## config.mk

```make
export PLATFORM = sky130hd
export DESIGN_NAME = key_table_swap_remove_core_flat
export DESIGN_NICKNAME = d
export VERILOG_FILES = /design/src/design/ktsr_pkg.sv /design/src/design/ktsr_req_if.sv /design/src/design/ktsr_rsp_if.sv /design/src/design/ktsr_cell.sv /design/src/design/ktsr_seq.sv /design/src/design/key_table_swap_remove_core.sv /design/src/flat_wrapper.sv
export SDC_FILE = /design/constraint.sdc
export NUM_CORES = 1
export LEC_CHECK = 0
export BUFFER_PORTS_ARGS = -buffer_cell sky130_fd_sc_hd__buf_2
export CORE_ASPECT_RATIO = 1.75
export CORE_MARGIN = 2
export CORE_UTILIZATION = 30
export DETAILED_ROUTE_END_ITERATION = 8
export GPL_TIMING_DRIVEN = 0
export SYNTH_ARGS = -nofsm -noshare
export SYNTH_HDL_FRONTEND = slang
export SYNTH_HIERARCHICAL = 1
export SYNTH_SLANG_ARGS = --single-unit
```

## constraint.sdc

```tcl
create_clock -name clk -period 85.8 [get_ports clk]
set_clock_uncertainty 0.05 [all_clocks]
set_input_delay 4.29 -clock clk [delete_from_list [all_inputs] [get_ports clk]]
set_output_delay 4.29 -clock clk [all_outputs]
set_load 0.02 [all_outputs]
```

## src/design/ktsr_pkg.sv

```systemverilog
// ----------------------------------------------------------------------------
// ktsr_pkg
// Shared types and codes for the key table with swap remove.
// ----------------------------------------------------------------------------
package ktsr_pkg;

  // Default table depth
  localparam int DEPTH_DEF = 64;

  // Field widths
  localparam int FUNC_W   = 3;
  localparam int KEY_W    = 32;
  localparam int POS_W    = 6;
  localparam int STATUS_W = 2;
  localparam int TOTAL_W  = 7;

  typedef logic [FUNC_W-1:0]   func_t;
  typedef logic [KEY_W-1:0]    key_t;
  typedef logic [POS_W-1:0]    pos_t;
  typedef logic [STATUS_W-1:0] status_t;
  typedef logic [TOTAL_W-1:0]  total_t;

  // Operation codes
  localparam func_t FN_ADD    = 3'd0;
  localparam func_t FN_ADD_UQ = 3'd1;
  localparam func_t FN_FIND   = 3'd2;
  localparam func_t FN_REMOVE = 3'd3;
  localparam func_t FN_READ   = 3'd4;
  localparam func_t FN_CLEAR  = 3'd5;

  // Result status codes
  localparam status_t ST_OK        = 2'd0;
  localparam status_t ST_NOT_FOUND = 2'd1;
  localparam status_t ST_FULL      = 2'd2;
  localparam status_t ST_RANGE     = 2'd3;

  // Ring control from the sequencer to the cell row
  typedef struct packed {
    logic shift;     // rotate the ring by one cell
    key_t tail_key;  // value entering the tail cell
  } ring_ctl_t;

endpackage

```

## src/design/ktsr_req_if.sv

```systemverilog
// ----------------------------------------------------------------------------
// ktsr_req_if
// Request channel: operation, key and position with valid/ready.
// ----------------------------------------------------------------------------
interface ktsr_req_if;
  logic            valid;
  logic            ready;
  ktsr_pkg::func_t func;
  ktsr_pkg::key_t  key;
  ktsr_pkg::pos_t  position;

  modport source (output valid, output func, output key, output position, input ready);
  modport sink   (input valid, input func, input key, input position, output ready);
endinterface

```

## src/design/ktsr_rsp_if.sv

```systemverilog
// ----------------------------------------------------------------------------
// ktsr_rsp_if
// Response channel: status, position, key read and entry total.
// ----------------------------------------------------------------------------
interface ktsr_rsp_if;
  logic              valid;
  logic              ready;
  ktsr_pkg::status_t status;
  ktsr_pkg::pos_t    found_position;
  ktsr_pkg::key_t    read_key;
  ktsr_pkg::total_t  entry_total;

  modport source (output valid, output status, output found_position, output read_key,
                  output entry_total, input ready);
  modport sink   (input valid, input status, input found_position, input read_key,
                  input entry_total, output ready);
endinterface

```

## src/design/ktsr_cell.sv

```systemverilog
// ----------------------------------------------------------------------------
// ktsr_cell
// One ring cell: holds a key and takes its neighbor's key on each shift.
// ----------------------------------------------------------------------------
module ktsr_cell (
  input  logic           clk,
  input  logic           shift,
  input  ktsr_pkg::key_t from_next,
  output ktsr_pkg::key_t key
);

  // Key register, loaded from the next cell while the ring rotates
  always_ff @(posedge clk) begin
    if (shift) begin
      key <= from_next;
    end
  end

endmodule

```

## src/design/ktsr_seq.sv

```systemverilog
// ----------------------------------------------------------------------------
// ktsr_seq
// Sequencer: rotates the cell ring once per operation, watches the head cell,
// splices added or moved keys in at the tail, and forms the response.
// ----------------------------------------------------------------------------
module ktsr_seq #(
  parameter int DEPTH = ktsr_pkg::DEPTH_DEF
) (
  input  logic                clk,
  input  logic                rst,
  ktsr_req_if.sink            req,
  ktsr_rsp_if.source          rsp,
  input  ktsr_pkg::key_t      head_key,
  output ktsr_pkg::ring_ctl_t ring
);

  localparam int IW = (DEPTH > 1) ? $clog2(DEPTH) : 1;   // ring step / entry index
  localparam int CW = $clog2(DEPTH + 1);                 // entry count
  localparam int XW = CW + 1;                            // count arithmetic headroom
  localparam int PW = (XW > ktsr_pkg::POS_W) ? XW : ktsr_pkg::POS_W;

  localparam logic [1:0] S_IDLE = 2'd0;
  localparam logic [1:0] S_SCAN = 2'd1;
  localparam logic [1:0] S_DONE = 2'd2;

  logic [1:0]        state;
  logic [IW-1:0]     step;
  logic [CW-1:0]     count;
  logic              found;
  logic [IW-1:0]     at;
  ktsr_pkg::func_t   op_func;
  ktsr_pkg::key_t    op_key;
  ktsr_pkg::pos_t    op_pos;
  ktsr_pkg::key_t    last_key;   // key at position count-1
  ktsr_pkg::key_t    last_cand;  // key that becomes last after a remove
  ktsr_pkg::key_t    rd_key;

  logic              in_range;
  logic              first;
  logic              found_fin;
  logic [IW-1:0]     at_fin;
  logic              has_room;
  logic              at_count;
  logic              at_pos;
  logic              at_new_last;
  logic              last_step;
  ktsr_pkg::key_t    rd_key_fin;
  ktsr_pkg::key_t    cand_fin;
  logic [XW-1:0]     step_x;
  logic [XW-1:0]     count_x;

  ktsr_pkg::status_t rsp_status_next;
  ktsr_pkg::pos_t    rsp_pos_next;
  ktsr_pkg::key_t    rsp_key_next;
  ktsr_pkg::key_t    last_key_next;

  // Per-step compare at the head cell
  always_comb begin
    step_x      = XW'(step);
    count_x     = XW'(count);
    in_range    = step_x < count_x;
    first       = in_range && (head_key == op_key) && !found;
    found_fin   = found || first;
    at_fin      = first ? step : at;
    has_room    = count_x < XW'(DEPTH);
    at_count    = step_x == count_x;
    at_pos      = PW'(step) == PW'(op_pos);
    at_new_last = (step_x + XW'(2)) == count_x;
    last_step   = step == IW'(DEPTH - 1);
    rd_key_fin  = at_pos ? head_key : rd_key;
  end

  // Tail splice: appended key, or last key moved into the removed slot
  always_comb begin
    ring.shift    = (state == S_SCAN);
    ring.tail_key = head_key;
    unique case (op_func)
      ktsr_pkg::FN_ADD: begin
        if (at_count && has_room) begin
          ring.tail_key = op_key;
        end
      end
      ktsr_pkg::FN_ADD_UQ: begin
        if (at_count && has_room && !found) begin
          ring.tail_key = op_key;
        end
      end
      ktsr_pkg::FN_REMOVE: begin
        if (first) begin
          ring.tail_key = last_key;
        end
      end
      default: begin
      end
    endcase
    cand_fin = at_new_last ? ring.tail_key : last_cand;
  end

  // Response payload and last-key tracking at the end of the scan
  always_comb begin
    rsp_status_next = ktsr_pkg::ST_OK;
    rsp_pos_next    = '0;
    rsp_key_next    = '0;
    last_key_next   = last_key;
    unique case (op_func)
      ktsr_pkg::FN_ADD: begin
        if (has_room) begin
          rsp_pos_next  = ktsr_pkg::POS_W'(count);
          last_key_next = op_key;
        end else begin
          rsp_status_next = ktsr_pkg::ST_FULL;
        end
      end
      ktsr_pkg::FN_ADD_UQ: begin
        if (found_fin) begin
          rsp_pos_next = ktsr_pkg::POS_W'(at_fin);
        end else if (has_room) begin
          rsp_pos_next  = ktsr_pkg::POS_W'(count);
          last_key_next = op_key;
        end else begin
          rsp_status_next = ktsr_pkg::ST_FULL;
        end
      end
      ktsr_pkg::FN_FIND: begin
        if (found_fin) rsp_pos_next    = ktsr_pkg::POS_W'(at_fin);
        else           rsp_status_next = ktsr_pkg::ST_NOT_FOUND;
      end
      ktsr_pkg::FN_REMOVE: begin
        if (found_fin) begin
          rsp_pos_next  = ktsr_pkg::POS_W'(at_fin);
          last_key_next = cand_fin;
        end else begin
          rsp_status_next = ktsr_pkg::ST_NOT_FOUND;
        end
      end
      ktsr_pkg::FN_READ: begin
        if (PW'(op_pos) < PW'(count)) begin
          rsp_pos_next = op_pos;
          rsp_key_next = rd_key_fin;
        end else begin
          rsp_status_next = ktsr_pkg::ST_RANGE;
        end
      end
      default: begin
      end
    endcase
  end

  assign req.ready = (state == S_IDLE);
  assign rsp.valid = (state == S_DONE);

  // Control state
  always_ff @(posedge clk) begin
    if (rst) begin
      state <= S_IDLE;
      count <= '0;
      found <= 1'b0;
      step  <= '0;
    end else begin
      unique case (state)
        S_IDLE: begin
          if (req.valid) begin
            state <= S_SCAN;
            step  <= '0;
            found <= 1'b0;
          end
        end
        S_SCAN: begin
          found <= found_fin;
          step  <= step + IW'(1);
          if (last_step) begin
            state <= S_DONE;
            unique case (op_func)
              ktsr_pkg::FN_ADD: begin
                if (has_room) count <= count + CW'(1);
              end
              ktsr_pkg::FN_ADD_UQ: begin
                if (!found_fin && has_room) count <= count + CW'(1);
              end
              ktsr_pkg::FN_REMOVE: begin
                if (found_fin) count <= count - CW'(1);
              end
              ktsr_pkg::FN_CLEAR: begin
                count <= '0;
              end
              default: begin
              end
            endcase
          end
        end
        S_DONE: begin
          if (rsp.ready) state <= S_IDLE;
        end
        default: state <= S_IDLE;
      endcase
    end
  end

  // Operation, scan captures and response payload
  always_ff @(posedge clk) begin
    if (state == S_IDLE && req.valid) begin
      op_func <= req.func;
      op_key  <= req.key;
      op_pos  <= req.position;
    end
    if (state == S_SCAN) begin
      at        <= at_fin;
      rd_key    <= rd_key_fin;
      last_cand <= cand_fin;
      if (last_step) begin
        rsp.status         <= rsp_status_next;
        rsp.found_position <= rsp_pos_next;
        rsp.read_key       <= rsp_key_next;
        last_key           <= last_key_next;
      end
    end
  end

  // Entry total follows the count register
  assign rsp.entry_total = ktsr_pkg::TOTAL_W'(count);

endmodule

```

## src/design/key_table_swap_remove_core.sv

```systemverilog
// ----------------------------------------------------------------------------
// key_table_swap_remove_core
// Unordered key table kept in a rotating ring of cells.
// ----------------------------------------------------------------------------
// The keys sit in a ring of DEPTH cells that rotates by one cell per clock
// while a scan runs. Every operation turns the ring through one full
// revolution, so each entry passes the head cell in position order and the
// ring ends where it began. Search, append, the swap on remove and read by
// position all happen as the entries pass the head and re-enter at the tail.
// The result is registered at the end of the revolution, and one operation
// runs at a time: a new request is not taken until the result is accepted.
// The request channel is ready only while no operation is open.
module key_table_swap_remove_core #(
  parameter int DEPTH = ktsr_pkg::DEPTH_DEF
) (
  input  logic       clk,
  input  logic       rst,
  ktsr_req_if.sink   req,
  ktsr_rsp_if.source rsp
);

  ktsr_pkg::key_t      cell_key [DEPTH];
  ktsr_pkg::ring_ctl_t ring;

  // Sequencer
  ktsr_seq #(.DEPTH(DEPTH)) u_seq (
    .clk      (clk),
    .rst      (rst),
    .req      (req),
    .rsp      (rsp),
    .head_key (cell_key[0]),
    .ring     (ring)
  );

  // Ring of cells: each takes its successor, the tail takes the spliced key
  for (genvar i = 0; i < DEPTH; i++) begin : g_cell
    if (i == DEPTH - 1) begin : g_tail
      ktsr_cell u_cell (
        .clk       (clk),
        .shift     (ring.shift),
        .from_next (ring.tail_key),
        .key       (cell_key[i])
      );
    end else begin : g_body
      ktsr_cell u_cell (
        .clk       (clk),
        .shift     (ring.shift),
        .from_next (cell_key[i+1]),
        .key       (cell_key[i])
      );
    end
  end

endmodule

```

## src/flat_wrapper.sv

```systemverilog
// flat-port wrapper written by rule: the top's interface ports become plain ports
module key_table_swap_remove_core_flat 
#(
  parameter int DEPTH = ktsr_pkg::DEPTH_DEF
)
  (clk, rst, req_valid, req_func, req_key, req_position, req_ready, rsp_valid, rsp_status, rsp_found_position, rsp_read_key, rsp_entry_total, rsp_ready);
  ktsr_req_if req_i ();
  ktsr_rsp_if rsp_i ();
  input  logic clk;
  input  logic rst;
  input wire logic [$bits(req_i.valid)-1:0] req_valid;
  input wire logic [$bits(req_i.func)-1:0] req_func;
  input wire logic [$bits(req_i.key)-1:0] req_key;
  input wire logic [$bits(req_i.position)-1:0] req_position;
  output wire logic [$bits(req_i.ready)-1:0] req_ready;
  output wire logic [$bits(rsp_i.valid)-1:0] rsp_valid;
  output wire logic [$bits(rsp_i.status)-1:0] rsp_status;
  output wire logic [$bits(rsp_i.found_position)-1:0] rsp_found_position;
  output wire logic [$bits(rsp_i.read_key)-1:0] rsp_read_key;
  output wire logic [$bits(rsp_i.entry_total)-1:0] rsp_entry_total;
  input wire logic [$bits(rsp_i.ready)-1:0] rsp_ready;
  assign req_i.valid = req_valid;
  assign req_i.func = req_func;
  assign req_i.key = req_key;
  assign req_i.position = req_position;
  assign req_ready = req_i.ready;
  assign rsp_valid = rsp_i.valid;
  assign rsp_status = rsp_i.status;
  assign rsp_found_position = rsp_i.found_position;
  assign rsp_read_key = rsp_i.read_key;
  assign rsp_entry_total = rsp_i.entry_total;
  assign rsp_i.ready = rsp_ready;
  key_table_swap_remove_core #(.DEPTH(DEPTH)) u_core (.clk(clk), .rst(rst), .req(req_i), .rsp(rsp_i));
endmodule
```

=== Word level (Yosys, flattened, before mapping) ===
Cells that the tools add are included.

* Memory bits (read-only): 0
* Memory bits (writable): 0
* Memories kept: 0
* Bits in latches: 0
* Flip-flop bits (word level): 2,247
* Output and inout bits: 49

* Shift operators: 0
* Bitwise gates (word level): 0
* Add/sub/neg operators: 4
* Mux-type cells: 33
* Order comparisons: 3
* Reductions and logical operators: 21
* Multipliers: 0
* Equality and inequality tests: 19
* Div/mod/pow operators: 0

{| class="wikitable"
|+ Operator list
! operator !! count
|-
| 32-bit 2-to-1 mux || 8
|-
| 32-bit case mux with 3 select lines || 2
|-
| 6-bit 2-to-1 mux || 6
|-
| 32-bit equality test || 1
|-
| 7-bit case mux with 4 select lines || 1
|-
| 6-bit case mux with 4 select lines || 1
|-
| 7-bit 2-to-1 mux || 3
|-
| 6-bit by 7-bit less-than comparator with 1-bit output || 2
|-
| 2-bit 2-to-1 mux || 6
|-
| 6-bit case mux with 2 select lines || 1
|-
| 2-bit inequality test (second input constant) || 5
|-
| 2-bit case mux with 4 select lines || 1
|-
| 6-bit by 2-bit adder with 7-bit output (second input constant) || 1
|-
| 7-bit by 1-bit adder with 7-bit output (second input constant) || 1
|-
| 6-bit by 7-bit equality test with 1-bit output || 1
|-
| 7-bit equality test || 1
|-
| 7-bit less-than comparator (second input constant) || 1
|-
| 7-bit by 1-bit subtractor with 7-bit output (second input constant) || 1
|-
| 6-bit by 1-bit adder with 6-bit output (second input constant) || 1
|-
| 3-bit by 2-bit equality test with 1-bit output (second input constant) || 2
|-
| 3-bit equality test (second input constant) || 2
|-
| 6-bit equality test || 1
|-
| 6-bit equality test (second input constant) || 1
|-
| 1-bit logical AND || 6
|-
| 19 further kinds || 24
|}

=== Longest topological paths before layout ===
Gate-level depths: netlist of run 1.

* Depth after elaboration: 8
* Mapped depth: 14

=== By module ===
Netlist of run 1, hierarchy kept.

{| class="wikitable"
|+ Modules (own cells, without submodules)
! module !! times used !! area each (um^2) !! cells each !! sequential area each (um^2)
|-
| ktsr_cell || 64 || 960.9 || 32 || 960.9
|-
| ktsr_seq || 1 || 11,035.6 || 985 || 5,815.6
|}

=== Least setup slack after synthesis of run 1 ===
No wires, ideal clock.

* Path type: flip-flop to flip-flop
* Start point: register u_core.u_seq.state[0]
* End point: register u_core.u_seq.found
* Required time: 85.550 ns
* Stages on the path, launching flop included: 5
* Path buffers: 1
* Setup slack: 22.597 ns
* Arrival time: 62.953 ns
* Period minus slack after synthesis: 63.203 ns
* Cell sequence: dfxtp_1 -> nor2b_1 -> clkbuf_1 -> a22oi_1 -> nor2_1

{| class="wikitable"
|+ RTL lines
! element !! RTL line !! source
|-
| start, declared || ktsr_seq.sv:26 || <nowiki>logic [1:0] state;</nowiki>
|-
| start signal, assigned || ktsr_seq.sv:155 || <nowiki>state <= S_IDLE;</nowiki>
|-
| start signal, assigned || ktsr_seq.sv:163 || <nowiki>state <= S_SCAN;</nowiki>
|-
| start signal, assigned || ktsr_seq.sv:172 || <nowiki>state <= S_DONE;</nowiki>
|-
| end signal, assigned || ktsr_seq.sv:169 || <nowiki>found <= found_fin;</nowiki>
|-
| end, declared || ktsr_seq.sv:29 || <nowiki>logic found;</nowiki>
|}

=== Worst setup path in the final report of run 1 ===
* Start point: register u_core.u_seq.state[1]
* End point: output rsp_valid

* Cells in the longest elaborated chain, start to end: 1

{| class="wikitable"
|+ Ends and longest elaborated chain
! element !! RTL line !! source
|-
| 2-bit equality test || ktsr_seq.sv:150 || <nowiki>assign rsp.valid = (state == S_DONE);</nowiki>
|-
| end, declared || flat_wrapper.sv:16 || <nowiki>output wire logic [$bits(rsp_i.valid)-1:0] rsp_valid;</nowiki>
|}

No other way between the ends.

==> flow_summary.toml, run 1 <==
[run_status]
outcome = "finished, final reports clean"

[final_layout]
drive_above_1_share_pct = 14.3
final_nets = 3439
finish.utilization_pct = 35.2
area_delta_synth_final_pct = 16.5
post-route-cell-area_mm2 = 0.0845

[logic_synthesis]
synth.cell_area_mm2 = 0.0725
synth_enable_flop_cells = 2231
ys_seq_elements = 2247
synth.yosys.seq_area_share_pct = 92.8
synth_nets = 3098
synth_top_family_by_area = "simple AND/OR/NAND/NOR gates"
yosys_most_used_dff = "edfxtp_1"
post_synth_mux_area_share_pct = 1.06
post_synth_and_or_nand_nor_area_fraction_pct = 2.35
synthesis.instances = 3033
yosys_warnings = 6
synthXorXnorAreaFrac_pct = 0.638
synth.distinct_cells = 63
synth_async_sr_flop_share_pct = 0
adder_cell_share_of_the_synthesized_area_pct = 0.355
complex_gate_fraction_of_the_synthesized_area_pct = 2.31
post_synth.cell_area_avg_um2 = 23.9

[sta]
timing.final.setup_violations = 0
setup_total_negative_slack_ps = 0
finalCritPeriodShare_pct = 7.77
fmaxAchievable_mhz = 150
maxSlewViolCount = 0
hold_viol = 0
rsz0062_at_grt = "false"
post-route-min-period_ps = 6670
slew-limit-headroom_pct = 13.5
tightestPinTransition_ps = 1300

[clock_network]
post_cts.resized_instances = 0
clk_latency_ps = 830
cts_inserted_buffers = 204
post-cts-setup-buffers = 0
cts_max_level = 4
clock_tree.buffer_depth = 3
cts_root_buffer = "clkbuf_16"
cts.clk_slew.worst_paths_ps = 60
tritoncts_num_sinks = 2247
tritoncts_clock_tree = "done"
holdBufCountCts = 0

[global_routing]
global_route_wire_length_before_repair_mm = 185
vias_in_the_first_global_route = 28500
grt_remaining_overflow = 0
grt_use_total_pct = 10.0
pin_count_of_the_biggest_net_entering_global_routing = 79
number_of_antenna_violations_at_the_first_check_in_global_routing = 13

[pwr]
p_sw_w = 0.000445
power_density_mw_per_mm2 = 26.1
sw_frac_of_total_pct = 20.1
cellLeakagePower_nw = 25.8
vdd_drop_max_uv = 17.3
power.clock.fraction_pct = 39.9
p_seq_share_pct = 57.6
internal_power_w = 0.00176
combPwrFrac_pct = 2.5

[run]
cap_viol_max_count = 0

[detailed_routing]
post-route-drc-count = 0
antenna_left = 0
drt_pre_antenna_iters = 5
drt-vias-per-instance = 4.23
detail_route.wirelength.met1_mm = 59.3
drt_iter0_markers = 2438
route.top_layer_used = "met4"
via_count = 28200
met3_wirelength_mm = 4.89
wl_mm = 125
route.met2.wl_mm = 56.8
drt-wirelength-per-cell_um = 18.7

[die]
chipWidth_um = 376
start_util_pct = 30.2
floorplan.die.height_um = 654
core.rowCount = 238
core_area_mm2 = 0.240
dieArea_mm2 = 0.246
io_pins = 94

[place]
hpwlAfterDp_mm = 75.8
buffer_ports.inserted = 93
gp_congestion = 0.764
total_placed_instance_area_mm2 = 0.0779

[setup_path]
worstSetupStartpointType = "flip-flop"
worst-endpoint-required_ps = 81460
critical_path_arrival_ps = 2330
worst-path-max-fanout = 4
timing_worst_setup_path_type = "reg -> out"
worstSetupEndpointType = "primary output"

[min_path]
tightest_hold_check_type = "reg -> reg"
registers in the layout (all words and copies together) (netlist names), 7 cells and up:
register and flops:
u_core/u_seq/rsp.read_key 32, u_core/g_cell.g_tail.u_cell/key 32, u_core/g_cell.g_body.u_cell/key 2016, u_core/u_seq/rd_key 32, u_core/u_seq/op_key 32, u_core/u_seq/rsp.entry_total 7
u_core/u_seq/last_key 32, u_core/u_seq/last_cand 32
cell usage after synthesis, drive strengths merged (4+ instances only):
cell type  count  share of area (%)
a22o           6              0.072
nand3          9              0.062
a32o           5              0.069
a31oi         26               0.23
a221o         14               0.19
edfxtp      2231                 92
nand2b        26               0.22
nor4          12               0.14
a21o           5              0.052
inv           11              0.057
nand3b         7              0.072
nand4          7              0.078
nand2        103               0.53
xnor2         22               0.28
dfxtp         16               0.44
o221ai        44               0.53
a22oi          9              0.093
o21ai         53               0.38
nor3           9               0.11
clkbuf        38               0.20
xor2          30               0.36
ha            19               0.33
o31ai         20               0.21
mux2          33               0.51
or2b           4              0.043
nor2          70               0.36
mux2i         40               0.55
buf           25               0.23
nor2b         23               0.20
and2          37               0.32
a21oi         45               0.31
power groups by stage:
stage                     clock [W]  combinational (W)  sequential [W]
after floorplan                   0          0.0000321         0.00146
after global placement            0          0.0000471         0.00151
after detailed placement          0          0.0000560         0.00130
after CTS                  0.000917          0.0000558         0.00127
after global routing       0.000957          0.0000600         0.00128
final                      0.000881          0.0000543         0.00127
cell families (layout without fill, tap and decap cells):
family | after synthesis | in the layout
flops | 2247 | 2247
simple gates | 325 | 325
compound gates | 242 | 242
buf+inv | 74 | 589
mux | 73 | 73
xor+xnor | 52 | 52
fa+ha+maj | 20 | 20
other cells | 0 | 5
cell type report:
class                           instances  area, µm²
Antenna cell                            5       12.5
Buffer                                 63        310
Clock buffer                          256       5360
Clock inverter                        124       1240
Fill cell                           21800     156000
Inverter                               11       41.3
Multi-Input combinational cell        712       4880
Sequential cell                      2247      67300
Tap cell                             3120       3900
Timing Repair Buffer                  135       1460
critical path, stage by stage, from the launching register on:
cell and delay (ps):
dfxtp_1 370, nor2b_1 840, buf_2 320
path summary, 6_finish.rpt:
| kind | from | end | slack (ps) | depth (start not counted) |
|---|---|---|---|---|
| min reg2reg | u_core/g_cell[59].g_body.u_cell/key[9]$_DFFE_PP_ | u_core/g_cell[58].g_body.u_cell/key[9]$_DFFE_PP_ | 340 | 0 |
| min | u_core/g_cell[59].g_body.u_cell/key[9]$_DFFE_PP_ | u_core/g_cell[58].g_body.u_cell/key[9]$_DFFE_PP_ | 340 | 0 |
| max | u_core/u_seq/state[1]$_SDFFE_PP0P_ | rsp_valid | 79130 | 2 |
| max reg2reg | u_core/u_seq/op_func[1]$_DFFE_PP_ | u_core/u_seq/rsp.entry_total[6]$_SDFFE_PP0P_ | 80650 | 14 |
per-layer routing:
| layer | track usage, % | up-vias |
|---|---|---|
| met5 | 0 | - |
| met4 | 3.48 | 0 |
| met3 | 1.89 | 208 |
| met2 | 15.1 | 548 |
| met1 | 14.4 | 14600 |
| li1 | - | 12900 |
cell usage in the layout (no fill, tap or decap), drive strengths merged, types with 4 or more instances in the layout:
cell type	synthesis	layout
clkinvlp	0	14
clkinv	0	91
a22oi	9	9
nor2b	23	23
and2	37	37
nand2b	26	26
a21o	5	5
mux2	33	33
o21ai	53	53
mux2i	40	40
ha	19	19
bufinv	0	14
dfxtp	16	16
buf	25	160
inv	11	16
nand3b	7	7
a31oi	26	26
a21oi	45	45
a32o	5	5
a221o	14	14
nand3	9	9
o221ai	44	44
nand2	103	103
nor3	9	9
nor2	70	70
xor2	30	30
diode	0	5
clkbuf	38	294
edfxtp	2231	2231
or2b	4	4
xnor2	22	22
nand4	7	7
nor4	12	12
a22o	6	6
o31ai	20	20
through the flow:
step                std cells  setup slack (ps)  power, W  hold WS, ps
finish                   6673             79130   0.00221          339
global route             6669             79060   0.00229          350
CTS                      6668             79060   0.00225          336
detailed placement       6288             79960   0.00135          355
global placement         6246              5060   0.00156          351
floorplan                3033             22600   0.00149          350
Note: power is estimated with default switching activity, not from simulation.
==> inputs of run 2 (changes only) <==
==> constraint.sdc (replaced) <==
create_clock -name clk -period 5.8 [get_ports clk]
set_clock_uncertainty 0.05 [all_clocks]
set_input_delay 0.29 -clock clk [delete_from_list [all_inputs] [get_ports clk]]
set_output_delay 0.29 -clock clk [all_outputs]
set_load 0.02 [all_outputs]
==> run 2 against run 1 <==
  * Worst hold slack worse by 190 ps
  * Sequential cell count unchanged
  * Sequential power rose to 15 times the previous value
  * Largest power group unchanged
  * Critical endpoint is now u_core/u_seq/rsp.entry_total[6]$_SDFFE_PP0P_
  * Clock power grew to 15 times the previous value
==> flow_summary.toml, run 2 (synthesized netlist as in run 1, its figures left out) <==
[run_status]
outcome = "finished, final reports clean"

[detailed_routing]
drt-vias-per-instance = 4.25
post-route-drc-count = 0
via_count = 28400
wl_mm = 124
drt_iter0_markers = 2908
drt-wirelength-per-cell_um = 18.6
antenna_left = 0
drt_pre_antenna_iters = 5

[pwr]
cellLeakagePower_nw = 25.7
vdd_drop_max_uv = 280
power_density_mw_per_mm2 = 392

[global_routing]
grt_remaining_overflow = 0
global_route_wire_length_before_repair_mm = 184
grt_use_total_pct = 9.98
pin_count_of_the_biggest_net_entering_global_routing = 209
vias_in_the_first_global_route = 28300
number_of_antenna_violations_at_the_first_check_in_global_routing = 16

[die]
core_area_mm2 = 0.240
chipWidth_um = 376
dieArea_mm2 = 0.246
core.rowCount = 238
floorplan.die.height_um = 654
io_pins = 94
start_util_pct = 30.2

[sta]
hold_viol = 0
setup_total_negative_slack_ps = 0
tightestPinTransition_ps = 1300
fin_ws_ps = 996
post-route-min-period_ps = 4800
rsz0062_at_grt = "false"
slew-limit-headroom_pct = 13.3
finalCritPeriodShare_pct = 82.8
fin_worst_hold_slack_ps = 147
maxSlewViolCount = 0
fmaxAchievable_mhz = 208
timing.final.setup_violations = 0

[place]
dp_worst_setup_slack_ps = 899
place_inst = 6265
buffer_ports.inserted = 93
gp_congestion = 0.782
hpwlAfterDp_mm = 72.7

[setup_path]
worstSetupStartpointType = "flip-flop"
critical_path_arrival_ps = 5430
regToRegSetupSlack_ps = 1000
ff2ff_path_depth = 14
worst-path-max-fanout = 15
regToRegEndpoint = "u_core/u_seq/rsp.entry_total[6]$_SDFFE_PP0P_"
timing_worst_setup_path_type = "reg -> reg"
worstSetupEndpointType = "flip-flop"
critical_path.reg2reg.startpoint = "u_core/u_seq/op_func[1]$_DFFE_PP_"
worst-endpoint-required_ps = 6430

[clock_network]
tritoncts_clock_tree = "done"
tritoncts_num_sinks = 2247
clock_tree.buffer_depth = 3
clk_latency_ps = 850
cts.clk_slew.worst_paths_ps = 60
cts_root_buffer = "clkbuf_16"
cts_inserted_buffers = 203
post_cts.resized_instances = 0
cts_max_level = 4

[final_layout]
fillerInstances = 21900
most-common-layout-cells = "edfxtp_1 (2231), clkbuf_16 (204), nand2_1 (103)"
final_nets = 3458
area_delta_synth_final_pct = 16.7
finish.utilization_pct = 35.2
largest_register = "u_core/g_cell.g_body.u_cell/key"
drive_above_1_share_pct = 13.8
largest_reg_flops = 2016
instances_no_fill = 6688
layout_commonest_cell = "edfxtp_1"

[min_path]
min_path_cells = 2
tightest_hold_check_type = "in -> reg"
min_delay_worst_endpoint = "u_core/u_seq/op_key[8]$_DFFE_PP_"
worst_hold_startpoint = "req_key[8]"

[run]
cap_viol_max_count = 0
==> run 2: report_power, final <==
group          leakage [nW]  internal, W  total, W  switching, W
combinational          2.88     0.000161  0.000755      0.000595
clock                  3.32      0.00767    0.0135       0.00587
sequential             19.5       0.0186    0.0188      0.000193
==> run 2: metrics by stage <==
| stage | total power, W | instance area (µm²) |
|---|---|---|
| after global routing | 0.0344 | 84600 |
| after CTS | 0.0337 | 84600 |
| after global placement | 0.0201 | 76900 |
| final | 0.0331 | 84600 |
| after floorplan | 0.0198 | 72600 |
| after detailed placement | 0.0199 | 77300 |
==> run 2: worst max-delay path, cell delays in order (launching register included) <==
cell and delay [ps]:
edfxtp_1 400, buf_2 260, inv_1 80, nor2_1 150, nand2_1 160, inv_1 390
buf_2 400, buf_1 660, clkbuf_2 650, ha_1 390, a21o_1 200, a21oi_1 220
o21ai_0 220, xnor2_1 170, a31o_2 240
==> run 2: cell type report <==
class                   instances  area [µm²]  share of cell area, %
multi-input cells             712        4890                   5.77
diodes                          2        5.00                0.00591
well taps                    3120        3900                   4.61
flip-flops and latches       2247       67300                   79.5
clock buffers                 237        5210                   6.15
repair buffers                155        1290                   1.52
clock inverters               141        1650                   1.95
plain buffers                  63         329                  0.389
inverters                      11        41.3                 0.0488
==> run 2: worst max path at each step <==
| stage | start | end | slack, ps |
|---|---|---|---|
| 6_report | u_core/u_seq/op_func[1]$_DFFE_PP_ | u_core/u_seq/rsp.entry_total[6]$_SDFFE_PP0P_ | 1000 |
| 5_1_grt | u_core/u_seq/state[0]$_SDFFE_PP0P_ | u_core/g_cell[3].g_body.u_cell/key[16]$_DFFE_PP_ | 550 |
| 4_1_cts | u_core/u_seq/op_func[1]$_DFFE_PP_ | u_core/u_seq/rsp.entry_total[6]$_SDFFE_PP0P_ | 890 |
| 3_5_place_dp | u_core/u_seq/state[0]$_SDFFE_PP0P_ | u_core/g_cell[4].g_body.u_cell/key[24]$_DFFE_PP_ | 900 |
| 3_3_place_gp | u_core/g_cell[0].g_body.u_cell/key[24]$_DFFE_PP_ | u_core/u_seq/last_key[29]$_DFFE_PP_ | -5110 |
| 2_1_floorplan | u_core/u_seq/state[0]$_SDFFE_PP0P_ | u_core/u_seq/step[2]$_SDFFE_PP0P_ | -680 |
==> run 2: layer usage <==
| metal | global-route usage (%) | share of wire (%) |
|---|---|---|
| met3 | 2.03 | 5.4 |
| met5 | 0 | 0.010 |
| met1 | 14.5 | 47 |
| met4 | 3.58 | 2.9 |
| met2 | 14.8 | 45 |
==> run 2: repair_timing <==
action,in CTS,in global routing
hold endpoints to repair,50,0
hold buffers,43,0
setup buffers,0,0
